File: src/rtl/falt_pkg.sv
// Package for the failed-authentication lockout table.
// Holds action codes, configuration register indexes and the entry and result types.
// Used by the channel interfaces and by failed_auth_lockout_table_unit.
package falt_pkg;

  localparam int unsigned KEY_W   = 64;
  localparam int unsigned TIME_W  = 32;
  localparam int unsigned CNT_W   = 8;
  localparam int unsigned END_W   = TIME_W + 1;
  localparam int unsigned CFG_IDX_W  = 1;
  localparam int unsigned CFG_DATA_W = 32;

  localparam logic [7:0]        THRESHOLD_RST = 8'd5;
  localparam logic [TIME_W-1:0] LOCK_TIME_RST = 32'd300;

  typedef enum logic [1:0] {
    ACT_CHECK   = 2'd0,
    ACT_FAIL    = 2'd1,
    ACT_SUCCESS = 2'd2,
    ACT_UNUSED  = 2'd3
  } action_t;

  typedef enum logic [CFG_IDX_W-1:0] {
    REG_FAIL_THRESHOLD = 1'b0,
    REG_LOCKOUT_TIME   = 1'b1
  } cfg_reg_t;

  typedef struct packed {
    logic [KEY_W-1:0] key;
    logic [CNT_W-1:0] cnt;
    logic [END_W-1:0] lock_end;
  } entry_t;

  typedef struct packed {
    logic locked;
    logic lockout_started;
    logic no_slot;
  } result_t;

endpackage

File: src/rtl/falt_ifs.sv
// Valid/ready channel interfaces for the lockout table.
// Request channel carries action, key and time; result channel carries the flags.
// Depends on falt_pkg for field widths.
interface falt_req_if;
  logic                          valid;
  logic                          ready;
  logic [1:0]                    action;
  logic [falt_pkg::KEY_W-1:0]    user_key;
  logic [falt_pkg::TIME_W-1:0]   now;

  modport source (output valid, action, user_key, now, input ready);
  modport sink (input valid, action, user_key, now, output ready);
endinterface

interface falt_res_if;
  logic valid;
  logic ready;
  logic locked;
  logic lockout_started;
  logic no_slot;

  modport source (output valid, locked, lockout_started, no_slot, input ready);
  modport sink (input valid, locked, lockout_started, no_slot, output ready);
endinterface

File: src/rtl/failed_auth_lockout_table_unit.sv
// Failed-authentication lockout table, top level.
// Depends on falt_pkg and on the channel interfaces in falt_ifs.sv.
//
// Use: every transaction on in_ch names an action (check, fail, success), a
// 64-bit user key and the current time, and yields exactly one transaction on
// out_ch with the flags locked, lockout_started and no_slot. Two registers,
// fail_threshold (index 0) and lockout_time (index 1), are written through
// cfg_we/cfg_idx/cfg_data; the user must write them only while the block is
// idle; the block itself does not enforce this. Entries live in one
// synchronous memory and are allocated in index order and never freed, so a
// fill count marks which entries hold data. A lookup reads the memory one
// entry per cycle until the key matches or the filled part ends. One item is
// handled at a time, and the next one is taken as soon as the result sits in
// the output register. The single memory port's sequential scan sets the rate.
// Reset (rst_n low, synchronous) empties the table at once and restores the
// register defaults of 5 and 300. While out_ch is stalled the result waits in
// its output register; the block takes one more item and holds its result
// until the output register frees.
module failed_auth_lockout_table_unit #(
  parameter int unsigned ENTRIES = 32
) (
  input  logic                              clk,
  input  logic                              rst_n,
  input  logic                              cfg_we,
  input  logic [falt_pkg::CFG_IDX_W-1:0]    cfg_idx,
  input  logic [falt_pkg::CFG_DATA_W-1:0]   cfg_data,
  falt_req_if.sink                          in_ch,
  falt_res_if.source                        out_ch
);

  localparam int unsigned IW = (ENTRIES > 1) ? $clog2(ENTRIES) : 1;
  localparam int unsigned CW = $clog2(ENTRIES + 1);

  typedef enum logic [3:0] {
    S_IDLE = 4'b0001,
    S_SCAN = 4'b0010,
    S_MOD  = 4'b0100,
    S_OUT  = 4'b1000
  } state_t;

  state_t state_r;

  logic [7:0]                      thr_r;
  logic [falt_pkg::TIME_W-1:0]     ltime_r;
  logic [CW-1:0]                   fill_r;
  logic [IW-1:0]                   scan_idx_r;
  logic [IW-1:0]                   ent_idx_r;
  logic                            alloc_r;
  falt_pkg::action_t               action_r;
  logic [falt_pkg::KEY_W-1:0]      key_r;
  logic [falt_pkg::TIME_W-1:0]     now_r;
  logic [falt_pkg::CNT_W-1:0]      cnt_r;
  logic [falt_pkg::END_W-1:0]      end_r;
  falt_pkg::result_t               res_r;
  falt_pkg::result_t               out_res_r;
  logic                            out_valid_r;

  falt_pkg::entry_t                mem [ENTRIES];
  falt_pkg::entry_t                rd_q;
  logic [IW-1:0]                   rd_addr;
  logic                            mem_we;
  falt_pkg::entry_t                wr_data;

  logic                            full;
  logic                            scan_last;
  logic                            in_acc;
  logic                            out_free;
  logic [falt_pkg::CNT_W:0]        cnt_inc;
  logic                            thr_hit;
  logic [falt_pkg::END_W-1:0]      lock_sum;
  logic [falt_pkg::END_W-1:0]      now_ext;
  falt_pkg::result_t               mod_res;

  assign full      = (fill_r == CW'(ENTRIES));
  assign scan_last = ((CW'(scan_idx_r) + CW'(1)) == fill_r);
  assign in_ch.ready = (state_r == S_IDLE);
  assign in_acc    = in_ch.valid && (state_r == S_IDLE);
  assign out_free  = !out_valid_r || out_ch.ready;

  assign out_ch.valid           = out_valid_r;
  assign out_ch.locked          = out_res_r.locked;
  assign out_ch.lockout_started = out_res_r.lockout_started;
  assign out_ch.no_slot         = out_res_r.no_slot;

  // Read address: entry 0 when a lookup starts, then the entry after the one
  // whose data arrives this cycle.
  always_comb begin
    if (state_r == S_SCAN && !scan_last) begin
      rd_addr = scan_idx_r + IW'(1);
    end else begin
      rd_addr = '0;
    end
  end

  // Read-modify-write of the selected entry.
  always_comb begin
    now_ext  = {1'b0, now_r};
    cnt_inc  = {1'b0, cnt_r} + 9'd1;
    thr_hit  = (cnt_inc >= {1'b0, thr_r});
    lock_sum = now_ext + {1'b0, ltime_r};
    wr_data.key      = key_r;
    wr_data.cnt      = cnt_r;
    wr_data.lock_end = end_r;
    mod_res  = '0;
    unique case (action_r)
      falt_pkg::ACT_CHECK: begin
        mod_res.locked = (now_ext < end_r);
      end
      falt_pkg::ACT_FAIL: begin
        if (thr_hit) begin
          wr_data.cnt      = '0;
          wr_data.lock_end = lock_sum;
          mod_res.lockout_started = 1'b1;
        end else begin
          wr_data.cnt = cnt_inc[falt_pkg::CNT_W-1:0];
        end
      end
      falt_pkg::ACT_SUCCESS: begin
        wr_data.cnt      = '0;
        wr_data.lock_end = '0;
      end
      default: begin
      end
    endcase
  end

  assign mem_we = (state_r == S_MOD);

  always_ff @(posedge clk) begin
    if (mem_we) begin
      mem[ent_idx_r] <= wr_data;
    end
    rd_q <= mem[rd_addr];
  end

  // Configuration registers.
  always_ff @(posedge clk) begin
    if (!rst_n) begin
      thr_r   <= falt_pkg::THRESHOLD_RST;
      ltime_r <= falt_pkg::LOCK_TIME_RST;
    end else if (cfg_we) begin
      unique case (falt_pkg::cfg_reg_t'(cfg_idx))
        falt_pkg::REG_FAIL_THRESHOLD: thr_r   <= cfg_data[7:0];
        falt_pkg::REG_LOCKOUT_TIME:   ltime_r <= cfg_data[falt_pkg::TIME_W-1:0];
        default: begin
        end
      endcase
    end
  end

  // Payload registers of the item in flight.
  always_ff @(posedge clk) begin
    if (in_acc) begin
      action_r <= falt_pkg::action_t'(in_ch.action);
      key_r    <= in_ch.user_key;
      now_r    <= in_ch.now;
    end
  end

  // Control sequencer.
  always_ff @(posedge clk) begin
    if (!rst_n) begin
      state_r     <= S_IDLE;
      fill_r      <= '0;
      scan_idx_r  <= '0;
      ent_idx_r   <= '0;
      alloc_r     <= 1'b0;
      cnt_r       <= '0;
      end_r       <= '0;
      res_r       <= '0;
      out_res_r   <= '0;
      out_valid_r <= 1'b0;
    end else begin
      if (state_r == S_OUT && out_free) begin
        out_valid_r <= 1'b1;
      end else if (out_ch.ready) begin
        out_valid_r <= 1'b0;
      end
      unique case (state_r)
        S_IDLE: begin
          if (in_acc) begin
            scan_idx_r <= '0;
            if (falt_pkg::action_t'(in_ch.action) == falt_pkg::ACT_UNUSED) begin
              res_r   <= '0;
              state_r <= S_OUT;
            end else if (fill_r == '0) begin
              // Empty table: allocate entry 0 without a scan.
              ent_idx_r <= '0;
              cnt_r     <= '0;
              end_r     <= '0;
              alloc_r   <= 1'b1;
              state_r   <= S_MOD;
            end else begin
              state_r <= S_SCAN;
            end
          end
        end
        S_SCAN: begin
          if (rd_q.key == key_r) begin
            ent_idx_r <= scan_idx_r;
            cnt_r     <= rd_q.cnt;
            end_r     <= rd_q.lock_end;
            alloc_r   <= 1'b0;
            state_r   <= S_MOD;
          end else if (scan_last) begin
            if (full) begin
              res_r   <= '{locked: 1'b0, lockout_started: 1'b0, no_slot: 1'b1};
              state_r <= S_OUT;
            end else begin
              ent_idx_r <= fill_r[IW-1:0];
              cnt_r     <= '0;
              end_r     <= '0;
              alloc_r   <= 1'b1;
              state_r   <= S_MOD;
            end
          end else begin
            scan_idx_r <= scan_idx_r + IW'(1);
          end
        end
        S_MOD: begin
          if (alloc_r) begin
            fill_r <= fill_r + CW'(1);
          end
          res_r   <= mod_res;
          state_r <= S_OUT;
        end
        S_OUT: begin
          if (out_free) begin
            out_res_r <= res_r;
            state_r   <= S_IDLE;
          end
        end
        default: begin
          state_r <= S_IDLE;
        end
      endcase
    end
  end

  // The table never holds more entries than it has.
  a_fill_bound: assert property (@(posedge clk) disable iff (!rst_n)
    fill_r <= CW'(ENTRIES))
    else $error("fill count beyond table size");

  // The fill count only grows, and by one entry at a time.
  a_fill_step: assert property (@(posedge clk) disable iff (!rst_n)
    $past(rst_n) && fill_r != $past(fill_r) |-> fill_r == $past(fill_r) + CW'(1))
    else $error("fill count changed by other than one");

  // A full-table result can only be reported once every entry is taken.
  a_noslot_full: assert property (@(posedge clk) disable iff (!rst_n)
    out_valid_r && out_res_r.no_slot |-> full)
    else $error("no_slot reported with free entries");

  // A result never flags both a lock check and a lockout start.
  a_flags_excl: assert property (@(posedge clk) disable iff (!rst_n)
    out_valid_r |-> !(out_res_r.locked && out_res_r.lockout_started))
    else $error("locked and lockout_started both set");

  // An entry is written back only below the fill mark, or at it when the item allocates.
  a_write_idx: assert property (@(posedge clk) disable iff (!rst_n)
    mem_we |-> (CW'(ent_idx_r) < fill_r) || (alloc_r && CW'(ent_idx_r) == fill_r))
    else $error("write to an entry outside the filled range");

endmodule

File: src/flat_wrapper.sv
// flat-port wrapper written by rule: the top's interface ports become plain ports
module failed_auth_lockout_table_unit_flat 
#(
  parameter int unsigned ENTRIES = 32
)
  (clk, rst_n, cfg_we, cfg_idx, cfg_data, in_ch_valid, in_ch_action, in_ch_user_key, in_ch_now, in_ch_ready, out_ch_valid, out_ch_locked, out_ch_lockout_started, out_ch_no_slot, out_ch_ready);
  falt_req_if in_ch_i ();
  falt_res_if out_ch_i ();
  input  logic clk;
  input  logic rst_n;
  input  logic cfg_we;
  input  logic [falt_pkg::CFG_IDX_W-1:0] cfg_idx;
  input  logic [falt_pkg::CFG_DATA_W-1:0] cfg_data;
  input wire logic [$bits(in_ch_i.valid)-1:0] in_ch_valid;
  input wire logic [$bits(in_ch_i.action)-1:0] in_ch_action;
  input wire logic [$bits(in_ch_i.user_key)-1:0] in_ch_user_key;
  input wire logic [$bits(in_ch_i.now)-1:0] in_ch_now;
  output wire logic [$bits(in_ch_i.ready)-1:0] in_ch_ready;
  output wire logic [$bits(out_ch_i.valid)-1:0] out_ch_valid;
  output wire logic [$bits(out_ch_i.locked)-1:0] out_ch_locked;
  output wire logic [$bits(out_ch_i.lockout_started)-1:0] out_ch_lockout_started;
  output wire logic [$bits(out_ch_i.no_slot)-1:0] out_ch_no_slot;
  input wire logic [$bits(out_ch_i.ready)-1:0] out_ch_ready;
  assign in_ch_i.valid = in_ch_valid;
  assign in_ch_i.action = in_ch_action;
  assign in_ch_i.user_key = in_ch_user_key;
  assign in_ch_i.now = in_ch_now;
  assign in_ch_ready = in_ch_i.ready;
  assign out_ch_valid = out_ch_i.valid;
  assign out_ch_locked = out_ch_i.locked;
  assign out_ch_lockout_started = out_ch_i.lockout_started;
  assign out_ch_no_slot = out_ch_i.no_slot;
  assign out_ch_i.ready = out_ch_ready;
  failed_auth_lockout_table_unit #(.ENTRIES(ENTRIES)) u_core (.clk(clk), .rst_n(rst_n), .cfg_we(cfg_we), .cfg_idx(cfg_idx), .cfg_data(cfg_data), .in_ch(in_ch_i), .out_ch(out_ch_i));
endmodule
File: config.mk
export PLATFORM = sky130hd
export DESIGN_NAME = failed_auth_lockout_table_unit_flat
export DESIGN_NICKNAME = d
export VERILOG_FILES = /design/src/rtl/falt_pkg.sv /design/src/rtl/falt_ifs.sv /design/src/rtl/failed_auth_lockout_table_unit.sv /design/src/flat_wrapper.sv
export SDC_FILE = /design/constraint.sdc
export NUM_CORES = 2
export LEC_CHECK = 0
export ABC_CLOCK_PERIOD_IN_PS = 9000
export BUFFER_PORTS_ARGS = -buffer_cell sky130_fd_sc_hd__buf_2
export CORE_MARGIN = 2
export CORE_UTILIZATION = 50
export DETAILED_ROUTE_END_ITERATION = 7
export GPL_ROUTABILITY_DRIVEN = 0
export GPL_TIMING_DRIVEN = 0
export HOLD_SLACK_MARGIN = 0.1
export MAX_ROUTING_LAYER = met4
export PLACE_DENSITY = 0.65
export REMOVE_ABC_BUFFERS = 1
export SYNTH_ARGS = -nofsm -noshare
export SYNTH_HDL_FRONTEND = slang
export SYNTH_SLANG_ARGS = --single-unit
File: constraint.sdc
create_clock -name clk -period 9 [get_ports clk]
set_input_delay 1.35 -clock clk [delete_from_list [all_inputs] [get_ports clk]]
set_output_delay 1.35 -clock clk [all_outputs]
set_load 0.02 [all_outputs]
==> qor_table.md <==
| Item | Value |
|---|---|
| Status | complete, no violations |
| Worst reg2reg setup slack | 2.18 ns |
| Sink Count | 3,672 |
| Register clock-pin slew on the reported worst setup and hold paths | 0.07 ns |
| Hold slack | 0.478 ns |
| Total Die Area | 293,000 sq um |
| Area Overhead vs Synth | 17.3% |
| Post-route clock period utilization | 75.8% |
| HPWL after detailed placement | 274,000 microns |
| CP Capture Type | flop |
| Overall die width | 541 microns |
| Setup crit start kind | flop |
| Starting density of the core | 50.2% |
| Count of hold buffers inserted by post-cts repair | 0 |
| Avg Cell Area, Syn | 16.2 sq um |
| Pwr per Cell Area | 207 nW/um^2 |
| Crit Reg-Reg Endpoint | u_core.rd_q[91] |
| Post-DRT Antenna Nets | 0 |
| Floorplan Core Area | 288,000 sq um |
| Setup skew after layout | 0.0518 ns |
| Number of rows in the core area | 197 |
| Critical path required time | 9.76 ns |
| Yosys reg bits | 3,672 |
| Highest layer used for signal routing | met4 |
| Post-synthesis async set-or-reset flop share | 0% |
| Endpoint arrival time on the critical path | 7.57 ns |
| Vias after detailed routing | 88.9k |
| Worst IR drop on VDD | 0.194 mV |
| Number of distinct standard cells referenced by the synthesized netlist | 79 |
| Standby leakage power | 54.6 nW |
| Clock root buffer | sky130_fd_sc_hd__clkbuf_16 |
| Met2 wire length | 202,000 microns |
| Detail Route met3 WL | 51,000 microns |
| Tightest Pin Transition | 1.44 ns |
| Kind of critical path | reg -> reg |
| Standard cell with the maximum stage delay on the critical path | sky130_fd_sc_hd__nor3_2 |
| Total Routed Length | 440,000 microns |
| Worst setup slack before clock tree synthesis | 2.28 ns |
| Reg power frac | 54.9% |
| Clock insertion delay at the later pin of the skew report | 0.91 ns |
| Average routed wire per standard cell | 32.8 microns |
| Setup-failing EPs final | 0 |
| Setup repair after global routing missed its margin | false |
| Cell breakdown of the critical path | ha_4 -> xor2_2 -> xnor2_1 -> nand3_1 -> a211oi_4 -> buf_16 -> nor3_2 -> buf_6 -> buf_8 -> buf_6 -> buf_6 -> buf_6 -> buf_8 -> buf_6 -> buf_6 -> buf_6 -> buf_6 -> buf_6 -> buf_6 -> buf_6 -> mux4_2 -> a221oi_1 -> nor4_1 |
| Final total negative setup slack | 0 ns |
| Finished Core Util | 58.9% |
| Worst-case headroom to the max-slew limit | 4.07% |
| Number of synthesis warnings | 0 |
| Area fraction of the dominant cell type after synthesis | 71.9% |
| Least setup slack across all paths after layout | 2.18 ns |
| Number of global-route vias before repair | 85.3k |
| Most repeated library cell on the critical path | sky130_fd_sc_hd__buf_6 |
| Setup fix buffers added after clock tree synthesis | 0 |
| Class of the most critical hold timing path | reg -> reg |
| Clock buffer count from CTS | 359 |
| Net count of the finished layout | 9,534 |
| Detail-routed via count per cell | 6.63 |
| Int Power | 27.9 mW |
| Initial antenna violation count | 12 |
| Critical path origin | u_core.scan_idx_r[0] |
| Critical path depth | 23 |
| Primary FF master, synth | sky130_fd_sc_hd__edfxtp_1 |
| Power share of the clock group | 43.0% |
| Port buffer count | 140 |
| Largest driver fanout on the critical path | 33 |
| CP peak stage delay | 0.92 ns |
| Proportion of total power due to net switching | 20.5% |
| Cells on worst reg2reg path | 23 |
| DRC | 0 |
| Cells after synthesis | 8,894 |
| Violation count after the first detailed-route iteration | 14.6k |
| Total buffers and inverters traversed by the critical path | 14 |
| CTS tree | built |
| Leftover overflow at the end of global routing | 0 |
| Power, Total | 35.0 mW |
| Floorplan die height | 541 microns |
| Io pins | 141 |
| Met1 WL | 169,000 microns |
| Period minus WS final | 6.82 ns |
| Reg2reg start | u_core.scan_idx_r[0] |
| First-pass DRT Iterations | 8 |
| Sequential-to-total area share from yosys stat | 74.9% |
| Combinational fraction of design power | 2.0% |
| Final Hold Viols | 0 |
| Share of final-layout standard cells stronger than drive strength 1 | 17.6% |
| Maximum buffer depth of the clock tree | 4 |
| F_max | 0.147 GHz |
| First-pass GRT wire length | 618,000 microns |
| Count of flip-flops with a built-in enable after synthesis | 3,458 |
| End point of the critical path | u_core.rd_q[91] |
| Family with the most delay on the worst path | buffers and inverters |
| Cell type contributing the most total cell area after synthesis | sky130_fd_sc_hd__edfxtp_1 |
| Global router's overall resource usage | 30.2% |
| Post-cts sizing count | 0 |
| Mapped Area | 144,000 sq um |
| Cells taking the most area after synthesis | sky130_fd_sc_hd__edfxtp_1, sky130_fd_sc_hd__mux4_2, sky130_fd_sc_hd__dfxtp_1, sky130_fd_sc_hd__mux2i_1, sky130_fd_sc_hd__nand2_1 |
| CTS H-tree depth | 5 |
| Number of max-slew violations in the final report | 0 |
| Switching power | 7.17 mW |
| Count of max-cap constraint violations | 0 |
| Largest net degree at the start of global routing | 92 |
[cell usage after synthesis, types with 6 or more instances]
master and instances:
sky130_fd_sc_hd__a21o_1 18, sky130_fd_sc_hd__o31ai_1 10, sky130_fd_sc_hd__clkbuf_1 407, sky130_fd_sc_hd__buf_2 143
sky130_fd_sc_hd__mux2_2 101, sky130_fd_sc_hd__o221ai_1 11, sky130_fd_sc_hd__a31oi_1 108, sky130_fd_sc_hd__a211oi_1 239
sky130_fd_sc_hd__buf_1 56, sky130_fd_sc_hd__nand4_1 18, sky130_fd_sc_hd__a21boi_0 37, sky130_fd_sc_hd__edfxtp_1 3458
sky130_fd_sc_hd__nor2_1 81, sky130_fd_sc_hd__o211ai_1 10, sky130_fd_sc_hd__nand2b_1 14, sky130_fd_sc_hd__a211o_1 6
sky130_fd_sc_hd__a22o_1 31, sky130_fd_sc_hd__or4_1 103, sky130_fd_sc_hd__nor3_1 127, sky130_fd_sc_hd__nor2b_1 291
sky130_fd_sc_hd__or3_1 9, sky130_fd_sc_hd__nand3_1 65, sky130_fd_sc_hd__o22ai_1 7, sky130_fd_sc_hd__inv_1 61
sky130_fd_sc_hd__a21oi_1 535, sky130_fd_sc_hd__a22oi_1 42, sky130_fd_sc_hd__mux2i_1 339, sky130_fd_sc_hd__xor2_1 78
sky130_fd_sc_hd__a221oi_1 190, sky130_fd_sc_hd__buf_6 6, sky130_fd_sc_hd__and3_1 10, sky130_fd_sc_hd__ha_1 77
sky130_fd_sc_hd__dfxtp_1 214, sky130_fd_sc_hd__nand2_1 885, sky130_fd_sc_hd__nor4_1 227, sky130_fd_sc_hd__xnor2_1 32
sky130_fd_sc_hd__mux4_2 286, sky130_fd_sc_hd__o21ai_0 359, sky130_fd_sc_hd__and2_1 16, sky130_fd_sc_hd__a311oi_1 111
[per-layer routing]
metal	track usage [%]	vias up
met5	-	-
met2	45.4	6124
li1	-	36100
met1	42.0	45500
met3	4.75	1154
met4	11.3	0
[area by class of cell]
class	count	area, sq um
Fill cell	20700	118000
Clock buffer	484	10100
Multi-Input combinational cell	4543	34000
Clock inverter	175	1640
Timing Repair Buffer	682	10600
Sequential cell	3672	108000
Tap cell	3781	4730
Antenna cell	2	5.00
Inverter	62	238
[how the worst min path moves through the flow]
| stage | start | endpoint | slack, ns | cells past startpoint |
|---|---|---|---|---|
| finish | u_core.ltime_r[13] | u_core.ltime_r[13] | 0.48 | 2 |
| global route | u_core.ltime_r[18] | u_core.ltime_r[18] | 0.51 | 2 |
| CTS | u_core.ltime_r[13] | u_core.ltime_r[13] | 0.48 | 2 |
| detailed placement | u_core.thr_r[4] | u_core.thr_r[4] | 0.47 | 2 |
| global placement | u_core.thr_r[4] | u_core.thr_r[4] | 0.47 | 2 |
| floorplan | u_core.ltime_r[8] | u_core.ltime_r[8] | 0.44 | 2 |
[sequential cells by signal, indices dropped and copies added, names as in the netlist, 5 cells and up]
signal             count
u_core.mem          3360
u_core.scan_idx_r      5
u_core.ent_idx_r       5
u_core.fill_r          6
u_core.cnt_r           8
u_core.ltime_r        32
u_core.thr_r           8
u_core.key_r          64
u_core.end_r          33
u_core.now_r          32
u_core.rd_q          105
[cells by family after synthesis]
kind of cell | synth area share, %
flops | 74.9
mux | 7.60
buf+inv | 1.93
compound gates | 7.84
simple gates | 6.39
xor+xnor | 0.690
fa+ha+maj | 0.681
[per-stage QoR]
stage,area [sq um],instances
final,169000,13400
after global routing,169000,13400
after CTS,169000,13400
after detailed placement,158000,12700
after global placement,147000,12200
after floorplan,142000,8277
[cell usage in the layout (no fill, tap or decap), drive strengths merged, types with 241 or more instances in the layout]
master and n:
nand2 885, o21ai 361, mux2i 339, a21oi 535, buf 682, mux4 286, edfxtp 3458, nor2b 291
clkbuf 484, a211oi 241
[power by group through the flow]
stage | clock network [mW] | logic [mW] | registers (mW)
after detailed placement | 0 | 0.696 | 19.6
after global placement | 0 | 0.657 | 19.6
after floorplan | 0 | 0.349 | 19.5
final | 15.1 | 0.711 | 19.2
after global routing | 15.8 | 0.746 | 19.3
after CTS | 15.2 | 0.701 | 19.2
[worst reg2reg max path, cell delays in order, from the launching register on]
cell and delay (ns):
sky130_fd_sc_hd__dfxtp_4 0.78, sky130_fd_sc_hd__ha_4 0.28, sky130_fd_sc_hd__xor2_2 0.60, sky130_fd_sc_hd__xnor2_1 0.14
sky130_fd_sc_hd__nand3_1 0.20, sky130_fd_sc_hd__a211oi_4 0.16, sky130_fd_sc_hd__buf_16 0.22, sky130_fd_sc_hd__nor3_2 0.93
sky130_fd_sc_hd__buf_6 0.30, sky130_fd_sc_hd__buf_8 0.18, sky130_fd_sc_hd__buf_6 0.19, sky130_fd_sc_hd__buf_6 0.20
sky130_fd_sc_hd__buf_6 0.21, sky130_fd_sc_hd__buf_8 0.18, sky130_fd_sc_hd__buf_6 0.18, sky130_fd_sc_hd__buf_6 0.18
sky130_fd_sc_hd__buf_6 0.18, sky130_fd_sc_hd__buf_6 0.18, sky130_fd_sc_hd__buf_6 0.19, sky130_fd_sc_hd__buf_6 0.19
sky130_fd_sc_hd__buf_6 0.19, sky130_fd_sc_hd__mux4_2 0.32, sky130_fd_sc_hd__a221oi_1 0.43, sky130_fd_sc_hd__nor4_1 0.08
Note: power is estimated with default switching activity, not from simulation.
